--- src/rtl/efp_pkg.sv ---
// Shared types and constants for the escape-time fractal pixel block.
// No dependencies; compiled first.
package efp_pkg;

    // Operand width of the shared signed multiplier (one plane coordinate)
    localparam int MUL_W = 32;

    // Width of one colour channel and of the result count field
    localparam int CHAN_W  = 8;
    localparam int COUNT_W = 16;

    typedef logic [CHAN_W-1:0] t_chan;

    // Configuration register indexes
    localparam int CFG_IDX_W = 3;
    localparam logic [CFG_IDX_W-1:0] CFG_X_ORIGIN  = 3'd0;
    localparam logic [CFG_IDX_W-1:0] CFG_Y_ORIGIN  = 3'd1;
    localparam logic [CFG_IDX_W-1:0] CFG_X_STEP    = 3'd2;
    localparam logic [CFG_IDX_W-1:0] CFG_Y_STEP    = 3'd3;
    localparam logic [CFG_IDX_W-1:0] CFG_LIMIT     = 3'd4;
    localparam logic [CFG_IDX_W-1:0] CFG_JULIA     = 3'd5;
    localparam logic [CFG_IDX_W-1:0] CFG_C_REAL    = 3'd6;
    localparam logic [CFG_IDX_W-1:0] CFG_C_IMAG    = 3'd7;

    // Gradient stops, red / green / blue
    localparam t_chan PALETTE [4][3] = '{
        '{8'd100, 8'd0,   8'd100},
        '{8'd0,   8'd0,   8'd255},
        '{8'd0,   8'd255, 8'd0  },
        '{8'd255, 8'd0,   8'd0  }
    };

endpackage

--- src/rtl/efp_pixel_if.sv ---
// Pixel coordinate channel: valid/ready handshake with column and row.
// Depends on nothing.
interface efp_pixel_if #(
    parameter int IDX_W = 12
);
    logic             valid;
    logic             ready;
    logic [IDX_W-1:0] column;
    logic [IDX_W-1:0] row;

    modport source (output valid, output column, output row, input ready);
    modport sink   (input valid, input column, input row, output ready);
endinterface

--- src/rtl/efp_result_if.sv ---
// Result channel: valid/ready handshake with iteration count and colour.
// Depends on efp_pkg for field widths.
interface efp_result_if;
    import efp_pkg::*;

    logic               valid;
    logic               ready;
    logic [COUNT_W-1:0] iteration_count;
    t_chan              red;
    t_chan              green;
    t_chan              blue;

    modport source (output valid, output iteration_count, output red, output green,
                    output blue, input ready);
    modport sink   (input valid, input iteration_count, input red, input green,
                    input blue, output ready);
endinterface

--- src/rtl/escape_time_fractal_pixel_top.sv ---
// Escape-time fractal pixel: the point is mapped in states MX, MY and PT, and each
// iteration runs XX, YY, XY and UP on the shared multiplier; at the limit the colour
// is black, else it is found on the divider (D = min(COUNT_BITS,16) + 8 bits wide).
// One pixel is in work at a time; the next is taken the cycle after its result loads.
// Reset (synchronous, active low) idles the sequencer, drops the result and sets the
// registers to their defaults: limit 256, Mandelbrot mode, origins, steps and c zero.
module escape_time_fractal_pixel_top
    import efp_pkg::*;
#(
    parameter int INDEX_BITS    = 12,
    parameter int COUNT_BITS    = 16,
    parameter int FRACTION_BITS = 26
) (
    input  logic                 i_clk,
    input  logic                 i_rst_n,
    efp_pixel_if.sink            i_pixel,
    efp_result_if.source         o_result,
    input  logic                 i_cfg_we,
    input  logic [CFG_IDX_W-1:0] i_cfg_idx,
    input  logic [MUL_W-1:0]     i_cfg_data
);

    localparam int LIMIT_W = (COUNT_BITS < COUNT_W) ? COUNT_BITS : COUNT_W;
    localparam int DVD_W   = LIMIT_W + CHAN_W;
    localparam logic [LIMIT_W-1:0] LIMIT_RST = LIMIT_W'(256);
    localparam logic [63:0] ESC_LIM = 64'd4 << FRACTION_BITS;

    typedef enum logic [3:0] {
        S_IDLE, S_MX, S_MY, S_PT, S_XX, S_YY, S_XY, S_UP,
        S_IDX, S_IDXW, S_CMUL, S_CDIV, S_CDIVW, S_DONE
    } t_state;

    // Sign-extend a coordinate to product width
    function automatic logic signed [63:0] sx(input logic signed [MUL_W-1:0] v);
        return {{(64 - MUL_W){v[MUL_W-1]}}, v};
    endfunction

    // Clamp to the signed 32-bit coordinate range
    function automatic logic signed [MUL_W-1:0] sat(input logic signed [63:0] v);
        if (v[63:MUL_W-1] == '0 || v[63:MUL_W-1] == '1)
            return v[MUL_W-1:0];
        else if (v[63])
            return {1'b1, {(MUL_W-1){1'b0}}};
        else
            return {1'b0, {(MUL_W-1){1'b1}}};
    endfunction

    // Configuration registers
    logic signed [MUL_W-1:0] r_x_origin, r_y_origin, r_x_step, r_y_step;
    logic signed [MUL_W-1:0] r_c_real, r_c_imag;
    logic [LIMIT_W-1:0]      r_limit;
    logic                    r_julia;

    // Working state
    t_state                  r_state;
    logic [INDEX_BITS-1:0]   r_col, r_row;
    logic signed [MUL_W-1:0] r_x, r_y, r_cr, r_ci;
    logic signed [63:0]      r_xx;
    logic [LIMIT_W-1:0]      r_count;
    logic [1:0]              r_idx;
    logic [LIMIT_W-1:0]      r_rem;
    logic [1:0]              r_ch;
    t_chan                   r_red, r_green, r_blue;

    // Result register
    logic                    r_ovalid;
    logic [COUNT_W-1:0]      r_ocount;
    t_chan                   r_ored, r_ogreen, r_oblue;

    // Shared unit connections
    logic signed [MUL_W-1:0] n_mul_a, n_mul_b;
    logic signed [63:0]      w_prod;
    logic                    n_div_start;
    logic [DVD_W-1:0]        n_dividend;
    logic                    w_div_done;
    logic [DVD_W-1:0]        w_quot;
    logic [LIMIT_W-1:0]      w_drem;

    // Datapath next values
    logic signed [63:0]      n_xdiff, n_xsh, n_ysh;
    logic [63:0]             n_mag;
    logic signed [MUL_W-1:0] n_px, n_py, n_xnew, n_ynew;
    logic                    n_escape;
    t_chan                   n_left, n_right, n_absdiff, n_chan;
    logic                    n_neg;
    logic                    n_out_free;

    efp_mul u_mul (
        .i_clk  (i_clk),
        .i_a    (n_mul_a),
        .i_b    (n_mul_b),
        .o_prod (w_prod)
    );

    efp_div #(
        .DVD_W (DVD_W),
        .DVS_W (LIMIT_W)
    ) u_div (
        .i_clk      (i_clk),
        .i_rst_n    (i_rst_n),
        .i_start    (n_div_start),
        .i_dividend (n_dividend),
        .i_divisor  (r_limit),
        .o_done     (w_div_done),
        .o_quot     (w_quot),
        .o_rem      (w_drem)
    );

    // Route operands to the shared multiplier by step
    always_comb begin
        case (r_state)
            S_MX: begin
                n_mul_a = signed'(MUL_W'(r_col));
                n_mul_b = r_x_step;
            end
            S_MY: begin
                n_mul_a = signed'(MUL_W'(r_row));
                n_mul_b = r_y_step;
            end
            S_XX: begin
                n_mul_a = r_x;
                n_mul_b = r_x;
            end
            S_YY: begin
                n_mul_a = r_y;
                n_mul_b = r_y;
            end
            S_XY: begin
                n_mul_a = r_x;
                n_mul_b = r_y;
            end
            S_CMUL: begin
                n_mul_a = signed'(MUL_W'(n_absdiff));
                n_mul_b = signed'(MUL_W'(r_rem));
            end
            default: begin
                n_mul_a = '0;
                n_mul_b = '0;
            end
        endcase
    end

    // Divider start and dividend: 3*count first, then |diff|*rem per channel
    always_comb begin
        n_div_start = (r_state == S_IDX) || (r_state == S_CDIV);
        if (r_state == S_IDX)
            n_dividend = DVD_W'({r_count, 1'b0}) + DVD_W'(r_count);
        else
            n_dividend = w_prod[DVD_W-1:0];
    end

    // Point mapping, escape test and the next iterate
    always_comb begin
        n_px     = sat(sx(r_x_origin) + w_prod);
        n_py     = sat(sx(r_y_origin) + w_prod);
        n_mag    = (64'(r_xx) + 64'(w_prod)) >> FRACTION_BITS;
        n_escape = (n_mag >= ESC_LIM);
        n_xdiff  = r_xx - w_prod;
        n_xsh    = n_xdiff >>> FRACTION_BITS;
        n_xnew   = sat(n_xsh + sx(r_cr));
        n_ysh    = w_prod >>> (FRACTION_BITS - 1);
        n_ynew   = sat(n_ysh + sx(r_ci));
    end

    // Blend one channel between two gradient stops
    always_comb begin
        n_left    = PALETTE[r_idx][r_ch];
        n_right   = PALETTE[2'(r_idx + 2'd1)][r_ch];
        n_neg     = (n_right < n_left);
        n_absdiff = n_neg ? (n_left - n_right) : (n_right - n_left);
        n_chan    = n_neg ? (n_left - w_quot[CHAN_W-1:0]) : (n_left + w_quot[CHAN_W-1:0]);
        n_out_free = !r_ovalid || o_result.ready;
    end

    // Configuration writes
    always_ff @(posedge i_clk) begin
        if (!i_rst_n) begin
            r_x_origin <= '0;
            r_y_origin <= '0;
            r_x_step   <= '0;
            r_y_step   <= '0;
            r_limit    <= LIMIT_RST;
            r_julia    <= 1'b0;
            r_c_real   <= '0;
            r_c_imag   <= '0;
        end else if (i_cfg_we) begin
            case (i_cfg_idx)
                CFG_X_ORIGIN: r_x_origin <= i_cfg_data;
                CFG_Y_ORIGIN: r_y_origin <= i_cfg_data;
                CFG_X_STEP:   r_x_step   <= i_cfg_data;
                CFG_Y_STEP:   r_y_step   <= i_cfg_data;
                CFG_LIMIT:    r_limit    <= i_cfg_data[LIMIT_W-1:0];
                CFG_JULIA:    r_julia    <= i_cfg_data[0];
                CFG_C_REAL:   r_c_real   <= i_cfg_data;
                CFG_C_IMAG:   r_c_imag   <= i_cfg_data;
                default: ;
            endcase
        end
    end

    // Sequencer with its registered result
    always_ff @(posedge i_clk) begin
        if (!i_rst_n) begin
            r_state  <= S_IDLE;
            r_ovalid <= 1'b0;
        end else begin
            // Drop a taken result unless a new one loads in its place
            if (r_ovalid && o_result.ready && (r_state != S_DONE))
                r_ovalid <= 1'b0;

            case (r_state)
                S_IDLE: begin
                    if (i_pixel.valid) begin
                        r_col   <= i_pixel.column;
                        r_row   <= i_pixel.row;
                        r_state <= S_MX;
                    end
                end
                S_MX: begin
                    r_state <= S_MY;
                end
                S_MY: begin
                    r_x     <= n_px;
                    r_state <= S_PT;
                end
                S_PT: begin
                    r_y     <= n_py;
                    r_cr    <= r_julia ? r_c_real : r_x;
                    r_ci    <= r_julia ? r_c_imag : n_py;
                    r_count <= '0;
                    r_state <= S_XX;
                end
                S_XX: begin
                    if (r_count >= r_limit) begin
                        r_red   <= '0;
                        r_green <= '0;
                        r_blue  <= '0;
                        r_state <= S_DONE;
                    end else begin
                        r_state <= S_YY;
                    end
                end
                S_YY: begin
                    r_xx    <= w_prod;
                    r_state <= S_XY;
                end
                S_XY: begin
                    if (n_escape) begin
                        r_state <= S_IDX;
                    end else begin
                        r_x     <= n_xnew;
                        r_state <= S_UP;
                    end
                end
                S_UP: begin
                    r_y     <= n_ynew;
                    r_count <= r_count + 1'b1;
                    r_state <= S_XX;
                end
                S_IDX: begin
                    r_state <= S_IDXW;
                end
                S_IDXW: begin
                    if (w_div_done) begin
                        r_idx   <= (w_quot > DVD_W'(2)) ? 2'd2 : w_quot[1:0];
                        r_rem   <= w_drem;
                        r_ch    <= 2'd0;
                        r_state <= S_CMUL;
                    end
                end
                S_CMUL: begin
                    r_state <= S_CDIV;
                end
                S_CDIV: begin
                    r_state <= S_CDIVW;
                end
                S_CDIVW: begin
                    if (w_div_done) begin
                        case (r_ch)
                            2'd0:    r_red   <= n_chan;
                            2'd1:    r_green <= n_chan;
                            default: r_blue  <= n_chan;
                        endcase
                        if (r_ch == 2'd2) begin
                            r_state <= S_DONE;
                        end else begin
                            r_ch    <= r_ch + 2'd1;
                            r_state <= S_CMUL;
                        end
                    end
                end
                S_DONE: begin
                    if (n_out_free) begin
                        r_ovalid <= 1'b1;
                        r_ocount <= COUNT_W'(r_count);
                        r_ored   <= r_red;
                        r_ogreen <= r_green;
                        r_oblue  <= r_blue;
                        r_state  <= S_IDLE;
                    end
                end
                default: begin
                    r_state <= S_IDLE;
                end
            endcase
        end
    end

    assign i_pixel.ready            = (r_state == S_IDLE);
    assign o_result.valid           = r_ovalid;
    assign o_result.iteration_count = r_ocount;
    assign o_result.red             = r_ored;
    assign o_result.green           = r_ogreen;
    assign o_result.blue            = r_oblue;

endmodule

--- src/rtl/efp_mul.sv ---
// Shared signed multiplier with a registered product.
// Depends on efp_pkg for the operand width.
module efp_mul
    import efp_pkg::*;
(
    input  logic                      i_clk,
    input  logic signed [MUL_W-1:0]   i_a,
    input  logic signed [MUL_W-1:0]   i_b,
    output logic signed [2*MUL_W-1:0] o_prod
);

    logic signed [2*MUL_W-1:0] r_prod;

    // Register the full-width product
    always_ff @(posedge i_clk) begin
        r_prod <= i_a * i_b;
    end

    assign o_prod = r_prod;

endmodule

--- src/rtl/efp_div.sv ---
// Restoring unsigned divider, one quotient bit per cycle.
// Depends on efp_pkg only through the common import convention.
module efp_div
    import efp_pkg::*;
#(
    parameter int DVD_W = 24,
    parameter int DVS_W = 16
) (
    input  logic             i_clk,
    input  logic             i_rst_n,
    input  logic             i_start,
    input  logic [DVD_W-1:0] i_dividend,
    input  logic [DVS_W-1:0] i_divisor,
    output logic             o_done,
    output logic [DVD_W-1:0] o_quot,
    output logic [DVS_W-1:0] o_rem
);

    localparam int CNT_W = $clog2(DVD_W);

    logic             r_busy;
    logic             r_done;
    logic [CNT_W-1:0] r_cnt;
    logic [DVD_W-1:0] r_quot;
    logic [DVS_W-1:0] r_rem;
    logic [DVS_W-1:0] r_dvs;

    logic [DVS_W:0]   n_shift;
    logic [DVS_W:0]   n_diff;
    logic             n_ge;

    // Shift in the next dividend bit and trial-subtract the divisor
    always_comb begin
        n_shift = {r_rem, r_quot[DVD_W-1]};
        n_diff  = n_shift - {1'b0, r_dvs};
        n_ge    = (n_shift >= {1'b0, r_dvs});
    end

    // Step the quotient and partial remainder
    always_ff @(posedge i_clk) begin
        if (!i_rst_n) begin
            r_busy <= 1'b0;
            r_done <= 1'b0;
            r_cnt  <= '0;
        end else begin
            if (i_start) begin
                r_busy <= 1'b1;
                r_done <= 1'b0;
                r_cnt  <= '0;
                r_quot <= i_dividend;
                r_rem  <= '0;
                r_dvs  <= i_divisor;
            end else if (r_busy) begin
                r_rem  <= n_ge ? n_diff[DVS_W-1:0] : n_shift[DVS_W-1:0];
                r_quot <= {r_quot[DVD_W-2:0], n_ge};
                if (r_cnt == CNT_W'(DVD_W - 1)) begin
                    r_busy <= 1'b0;
                    r_done <= 1'b1;
                end else begin
                    r_done <= 1'b0;
                    r_cnt  <= r_cnt + 1'b1;
                end
            end else begin
                r_done <= 1'b0;
            end
        end
    end

    assign o_done = r_done;
    assign o_quot = r_quot;
    assign o_rem  = r_rem;

endmodule
--- src/flat_wrapper.sv ---
// flat-port wrapper written by rule: the top's interface ports become plain ports
module escape_time_fractal_pixel_top_flat import efp_pkg::*;
#(
    parameter int INDEX_BITS    = 12,
    parameter int COUNT_BITS    = 16,
    parameter int FRACTION_BITS = 26
)
  (i_clk, i_rst_n, i_cfg_we, i_cfg_idx, i_cfg_data, i_pixel_valid, i_pixel_column, i_pixel_row, i_pixel_ready, o_result_valid, o_result_iteration_count, o_result_red, o_result_green, o_result_blue, o_result_ready);
  efp_pixel_if i_pixel_i ();
  efp_result_if o_result_i ();
  input  logic i_clk;
  input  logic i_rst_n;
  input  logic i_cfg_we;
  input  logic [CFG_IDX_W-1:0] i_cfg_idx;
  input  logic [MUL_W-1:0] i_cfg_data;
  input wire logic [$bits(i_pixel_i.valid)-1:0] i_pixel_valid;
  input wire logic [$bits(i_pixel_i.column)-1:0] i_pixel_column;
  input wire logic [$bits(i_pixel_i.row)-1:0] i_pixel_row;
  output wire logic [$bits(i_pixel_i.ready)-1:0] i_pixel_ready;
  output wire logic [$bits(o_result_i.valid)-1:0] o_result_valid;
  output wire logic [$bits(o_result_i.iteration_count)-1:0] o_result_iteration_count;
  output wire logic [$bits(o_result_i.red)-1:0] o_result_red;
  output wire logic [$bits(o_result_i.green)-1:0] o_result_green;
  output wire logic [$bits(o_result_i.blue)-1:0] o_result_blue;
  input wire logic [$bits(o_result_i.ready)-1:0] o_result_ready;
  assign i_pixel_i.valid = i_pixel_valid;
  assign i_pixel_i.column = i_pixel_column;
  assign i_pixel_i.row = i_pixel_row;
  assign i_pixel_ready = i_pixel_i.ready;
  assign o_result_valid = o_result_i.valid;
  assign o_result_iteration_count = o_result_i.iteration_count;
  assign o_result_red = o_result_i.red;
  assign o_result_green = o_result_i.green;
  assign o_result_blue = o_result_i.blue;
  assign o_result_i.ready = o_result_ready;
  escape_time_fractal_pixel_top #(.INDEX_BITS(INDEX_BITS), .COUNT_BITS(COUNT_BITS), .FRACTION_BITS(FRACTION_BITS)) u_core (.i_clk(i_clk), .i_rst_n(i_rst_n), .i_pixel(i_pixel_i), .o_result(o_result_i), .i_cfg_we(i_cfg_we), .i_cfg_idx(i_cfg_idx), .i_cfg_data(i_cfg_data));
endmodule
--- config.mk ---
export PLATFORM = sky130hd
export DESIGN_NAME = escape_time_fractal_pixel_top_flat
export DESIGN_NICKNAME = d
export VERILOG_FILES = /design/src/rtl/efp_pkg.sv /design/src/rtl/efp_pixel_if.sv /design/src/rtl/efp_result_if.sv /design/src/rtl/escape_time_fractal_pixel_top.sv /design/src/rtl/efp_mul.sv /design/src/rtl/efp_div.sv /design/src/flat_wrapper.sv
export SDC_FILE = /design/constraint.sdc
export NUM_CORES = 2
export LEC_CHECK = 0
export BUFFER_PORTS_ARGS = -buffer_cell sky130_fd_sc_hd__buf_2
export CAP_MARGIN = 25
export CORE_UTILIZATION = 55
export CTS_CLUSTER_DIAMETER = 120
export CTS_CLUSTER_SIZE = 10
export DETAILED_ROUTE_END_ITERATION = 10
export PLACE_DENSITY = 0.78
export SYNTH_ARGS = -nofsm -noshare
export SYNTH_HDL_FRONTEND = slang
export SYNTH_SLANG_ARGS = --single-unit
--- constraint.sdc ---
create_clock -name i_clk -period 32.4 [get_ports i_clk]
set_input_delay 4.86 -clock i_clk [delete_from_list [all_inputs] [get_ports i_clk]]
set_output_delay 4.86 -clock i_clk [all_outputs]
set_load 0.01 [all_outputs]
**Word level (Yosys, flattened, before mapping)**

Index checks and enable logic that the tools add are counted.

- Output and inout bits: 42
- Logic and storage cells: 218
- Input port bits: 64
- Bits in registers: 657

- Reduce and logical (&&, ||, !) cells: 50
- Bitwise logic cells: 6
- Order comparisons: 8
- Muxes and demuxes: 64
- $add $sub $neg: 16
- Eq/ne operators: 38
- Multipliers: 1

Operators with widths:

| cell | number |
|---|---|
| $mux 32 | 11 |
| $pmux 32 s5 | 2 |
| $mux 24 | 7 |
| $eq 33x33->1 const B | 4 |
| $logic_not 33->1 | 4 |
| $add 32x64->64 | 2 |
| $pmux 32 s2 | 2 |
| $mux 8 | 13 |
| $bmux 24 s2 | 2 |
| $add 64x64->64 | 1 |
| $mul 32x32->64 | 1 |
| $sub 64x64->64 | 1 |
| $pmux 4 s13 | 1 |
| $pmux 8 s2 | 3 |
| $add 39x32->40 | 1 |
| $add 38x32->39 | 1 |
| $ge 38x29->1 const B | 1 |
| $bmux 8 s2 | 2 |
| $mux 16 | 2 |
| $pmux 16 s2 | 1 |
| $reduce_and 2->1 | 14 |
| $eq 4x4->1 const B | 6 |
| $gt 24x2->1 const B | 1 |
| $mux 4 | 6 |
| other kinds (41) | 94 |

**Depth between registers and ports, before layout**

- Depth after elaboration: 13
- Gate-level depth with buffers: 47
- Depth with buffers taken out: 45

**Cells and area by module**

From an unflattened synthesis, not the netlist that was laid out.

- Cells, all modules: 9521
- Area, all modules: 84208.3 µm²

Modules (own cells, without submodules):

| module | sequential area each (µm²) | cells an instance | times used | area an instance (µm²) |
|---|---|---|---|---|
| escape_time_fractal_pixel_top | 13773.2 | 5187 | 1 | 42843.6 |
| efp_mul | 1281.2 | 4050 | 1 | 37913.9 |
| efp_div | 1821.7 | 284 | 1 | 3450.8 |

**Worst setup path after synthesis**

OpenSTA, ideal clock, no wires.

- Path kind: input port to flip-flop
- Start: in i_rst_n
- End: reg u_core.r_xx[0] (enable)
- Stages on the path: 3
- Data arrival time: 11.215 ns
- Setup time: 0.644 ns
- Slack: 20.541 ns
- Buffers on the path: 1
- Cells stage by stage: inv_2 > clkbuf_1 > nor4_1

- Longest elaborated chain between the ends: 1

Ends and longest elaborated chain:

| what | line | RTL |
|---|---|---|
| start: declaration | flat_wrapper.sv:12 | `input logic i_rst_n;` |
| $reduce_and 2->1 (no line) | -- |  |
| end signal: assignment | escape_time_fractal_pixel_top.sv:244 | `r_xx <= w_prod;` |
| end: declaration | escape_time_fractal_pixel_top.sv:58 | `logic signed [63:0] r_xx;` |

No other way between the ends.
A chain may end at the register's enable or synchronous reset.

**Worst setup path in the final report**

- Start: reg u_core.r_state[0]
- End: reg u_core.u_mul.r_prod[63], in the netlist u_core.u_mul.o_prod[63]

- Longest elaborated chain between the ends: 4
- Elaborated cells between the ends (all ways): 11
- Classes of those cells: 1 x mul; 6 x eq/ne; 2 x mux; 2 x reduce/logical

Ends and longest elaborated chain:

| what | line | RTL |
|---|---|---|
| start: declaration | escape_time_fractal_pixel_top.sv:55 | `t_state r_state;` |
| start signal: assignment | escape_time_fractal_pixel_top.sv:204 | `r_state <= S_IDLE;` |
| start signal: assignment | escape_time_fractal_pixel_top.sv:216 | `r_state <= S_MX;` |
| start signal: assignment | escape_time_fractal_pixel_top.sv:220 | `r_state <= S_MY;` |
| $eq 4x3->1 | escape_time_fractal_pixel_top.sv:111 | `case (r_state)` |
| $reduce_or 2->1 (no line) | -- |  |
| $pmux 32 s5 | escape_time_fractal_pixel_top.sv:111 |  |
| $mul 32x32->64 * | efp_mul.sv:16 | `r_prod <= i_a * i_b;` |
| end signal: assignment | efp_mul.sv:16 |  |
| end: declaration | efp_mul.sv:12 | `logic signed [2*MUL_W-1:0] r_prod;` |

Every way passes the cells marked *; elsewhere a longest branch is shown, timed or not.

==> implementation parameters <==
Parameter                              Value

Run status
  Run status    complete, no violations

Worst setup path
  CP max-delay cell    fa_1
  Element type at the critical path start    register
  Element type at the critical path end    register
  Delay contributed by the slowest stage of the critical path    0.75 ns
  Most numerous cell on the critical path    fa_1
  CP max FO    53
  Required time reported for the critical path endpoint    32.99 ns
  Worst setup path category    register to register
  Crit path arrival time    13.12 ns

Power and ir drop
  Standby leakage power    36.1 nW
  Maximum VDD drop    around 0.000046 V
  Power per unit of standard cell area    49.8 nW/um^2
  Comb power frac    a little under three fifths
  Share of total power in the clock network    19.9%
  Proportion of total power due to net switching    48.5%
  Seq pwr share    24.5%
  Cell-internal power    2.21 mW
  Sw power    between 2 and 2.5 mW

Floorplan
  Die outline width    ~390 um
  Starting Density    55.5%
  # rows    140
  Die Y    386 um
  Die area    149,000 sq um
  Total I/O pin count    between 100 and 150
  Std-Cell Core Area    146,000 sq um

Final layout
  Commonest non-fill, non-tap cell in the layout    nand2_1
  Total number of nets in the final design    10,897
  Fraction of layout cells with a size suffix above 1    5.36%
  Final instance count without filler cells    11,150
  Area growth syn-to-layout    6.41%
  Commonest cells after routing, fill and taps aside    nand2_1 (1,529), inv_1 (1,264), fa_1 (1,091)
  Filler cell count in the final layout    12,595

Global routing
  Number of global-route vias before repair    69,766
  GRT Util Overall    roughly 40%
  Final global-route overflow total    0
  Maximum number of pins on one net before global-route repair    97
  Initial antenna violation count    24
  Global-route wire length before repair    435,000 um

Timing
  Relative slew margins    7.19%
  Setup repair after global routing missed its margin    false
  Measured slew at the worst slew-check pin    1.39 ns
  Final Hold Fails    0
  Final clock period utilization by the worst path    between 30% and 40%
  Max frequency    between 0.07 and 0.08 GHz
  Setup clock skew after layout    0.0607 ns
  Minimum clock period after layout    12.53 ns
  Number of failing setup endpoints in the final timing report    0
  Setup_tns    0 ns
  Count of final max-slew check failures    0

Synthesis
  Syn Inst Count    just over 9,000
  FF+latch count, synth    657
  Post-synthesis instance area    81,000 sq um
  Synth warnings    0
  Number of nets in the synthesized netlist    10,979
  Proportion of register bits with asynchronous set or reset after synthesis    0%
  Leading register cell type out of synthesis    edfxtp_1
  Number of library cell types mapped by synthesis    99
  Seq/Total Area, Yosys    20.8%
  Syn Area/Cell    8.77 sq um
  EDFF count, synth    372

Clocking
  Clock sink count    657
  Post-CTS clock slew at the launch and capture registers of the worst setup and hold paths    0.06 ns
  Total clock buffers created by CTS    78
  Post-CTS Hold Fix Bufs    0
  Clock tree from TritonCTS    done
  Skew-Pair Late Insertion Delay    0.74 ns
  H-tree Lvls    3
  Setup Fix Bufs, Post-CTS    0
  Post-cts gate resize count    0
  Maximum clock insertion buffer count    3
  Clock tree root buffer cell    clkbuf_16

Detailed routing
  Final Routed Wirelength    290,000 um
  Average routed wire per standard cell    ~26 um
  Remaining routing DRC violations    0
  Antenna viol nets, final    0
  Iteration-0 DRC count of the detailed router    around 8,400
  Number of iterations in the first detailed-routing pass    10
  Total via count after detailed routing    71,077
  DR vias/cell    6.37

Placed design
  HPWL reported at the end of detailed placement    227,000 um
  DP Cell Count    10,992
  Count of input and output buffers    105
  Final weighted congestion in routability-driven placement    1.05

Min path
  Hold WC Path Type    register to register

Run
  Number of violations of the max-capacitance limit    0
layout make-up:
class / count / area (sq um) / share of cell area (%)
Antenna cell: 11 / 27.5 / 0.0319
Clock buffer: 132 / 2150 / 2.50
Clock inverter: 11 / 200 / 0.232
Inverter: 1266 / 4760 / 5.52
Multi-Input combinational cell: 6867 / 57800 / 67.1
Sequential cell: 657 / 16900 / 19.6
Tap cell: 1917 / 2400 / 2.78
Timing Repair Buffer: 289 / 1980 / 2.30
synthesized netlist by cell type (81+ instances only):
master | count | share of area, %
ha_1 | 583 | 9.0
edfxtp_1 | 372 | 14
clkbuf_1 | 411 | 1.9
fa_1 | 1091 | 27
nand2_1 | 1530 | 7.1
nor2_1 | 600 | 2.8
a21o_1 | 165 | 1.5
inv_1 | 1264 | 5.9
nand4_1 | 97 | 0.75
xnor2_1 | 209 | 2.3
o21bai_1 | 81 | 0.75
xor2_1 | 116 | 1.3
o21ai_0 | 327 | 2.0
nor3_1 | 107 | 0.66
dfxtp_1 | 285 | 7.0
a21oi_1 | 713 | 4.4
nand3_1 | 114 | 0.70
power groups by stage:
stage	Sequential, mW	Combinational, mW	Clock [mW]
final	1.05	2.39	0.854
after global placement	1.06	2.28	0
after CTS	1.04	2.32	0.859
after floorplan	1.03	1.50	0
after detailed placement	1.06	2.30	0
after global routing	1.05	2.55	0.887
flip-flops by register name (all words and copies together) (netlist names), 12 cells and up:
| register | cells |
|---|---|
| u_core.r_xx | 64 |
| u_core.u_mul.o_prod | 64 |
| u_core.r_c_imag | 32 |
| u_core.r_c_real | 32 |
| u_core.r_ci | 32 |
| u_core.r_cr | 32 |
| u_core.r_x | 32 |
| u_core.r_x_origin | 32 |
| u_core.r_x_step | 32 |
| u_core.r_y | 32 |
| u_core.r_y_origin | 32 |
| u_core.r_y_step | 32 |
| u_core.u_div.o_quot | 24 |
| u_core.o_result.iteration_count | 16 |
| u_core.r_count | 16 |
| u_core.r_limit | 16 |
| u_core.r_rem | 16 |
| u_core.u_div.o_rem | 16 |
| u_core.u_div.r_dvs | 16 |
| u_core.r_col | 12 |
| u_core.r_row | 12 |
stage by stage:
step                      utilization [%]  instance area, sq um  hold WS (ns)  worst slack [ns]  power [mW]
final                                59.1                 86200         0.410             19.87        4.30
after global routing                 59.1                 86200         0.427             19.42        4.48
after CTS                            59.0                 86100         0.414             20.22        4.22
after detailed placement             57.4                 83800         0.405             20.30        3.36
after global placement               57.4                 83700         0.402             20.48        3.34
after floorplan                         -                 81000         0.400             20.54        2.53
routing by layer:
layer	GRT usage, %	part of all wire [%]
met5	0	0.024
met4	22.6	7.2
met3	10.5	13
met2	57.9	43
met1	51.8	38
critical path, delay by kind of cell (launching register included):
| kind | cells | cell delay [ns] |
|---|---|---|
| adders and majority gates | 9 | 4.69 |
| buffers and inverters | 6 | 1.86 |
| and+or+nand+nor | 6 | 1.77 |
| DFF | 1 | 0.69 |
| xor gates and xnor gates | 1 | 0.14 |
| AOI/OAI and AO/OA | 12 | 3.14 |
final timing paths:
kind              slack [ns]               from  depth (start not counted)                       end
setup / recovery       19.87  u_core.r_state[0]                         34   u_core.u_mul.o_prod[63]
hold / removal          0.41  u_core.r_green[7]                          0  u_core.o_result.green[7]
setup reg to reg       19.87  u_core.r_state[0]                         34   u_core.u_mul.o_prod[63]
hold reg to reg         0.41  u_core.r_green[7]                          0  u_core.o_result.green[7]
logic make-up after synthesis:
logic type | share of synthesized area, %
DFF | 20.8
AOI/OAI and AO/OA | 15.5
adders and majority gates | 36.0
muxes | 0.923
and+or+nand+nor | 15.2
buffers and inverters | 8.01
xor gates and xnor gates | 3.51
No activity file was read; power rests on OpenSTA's default activity.
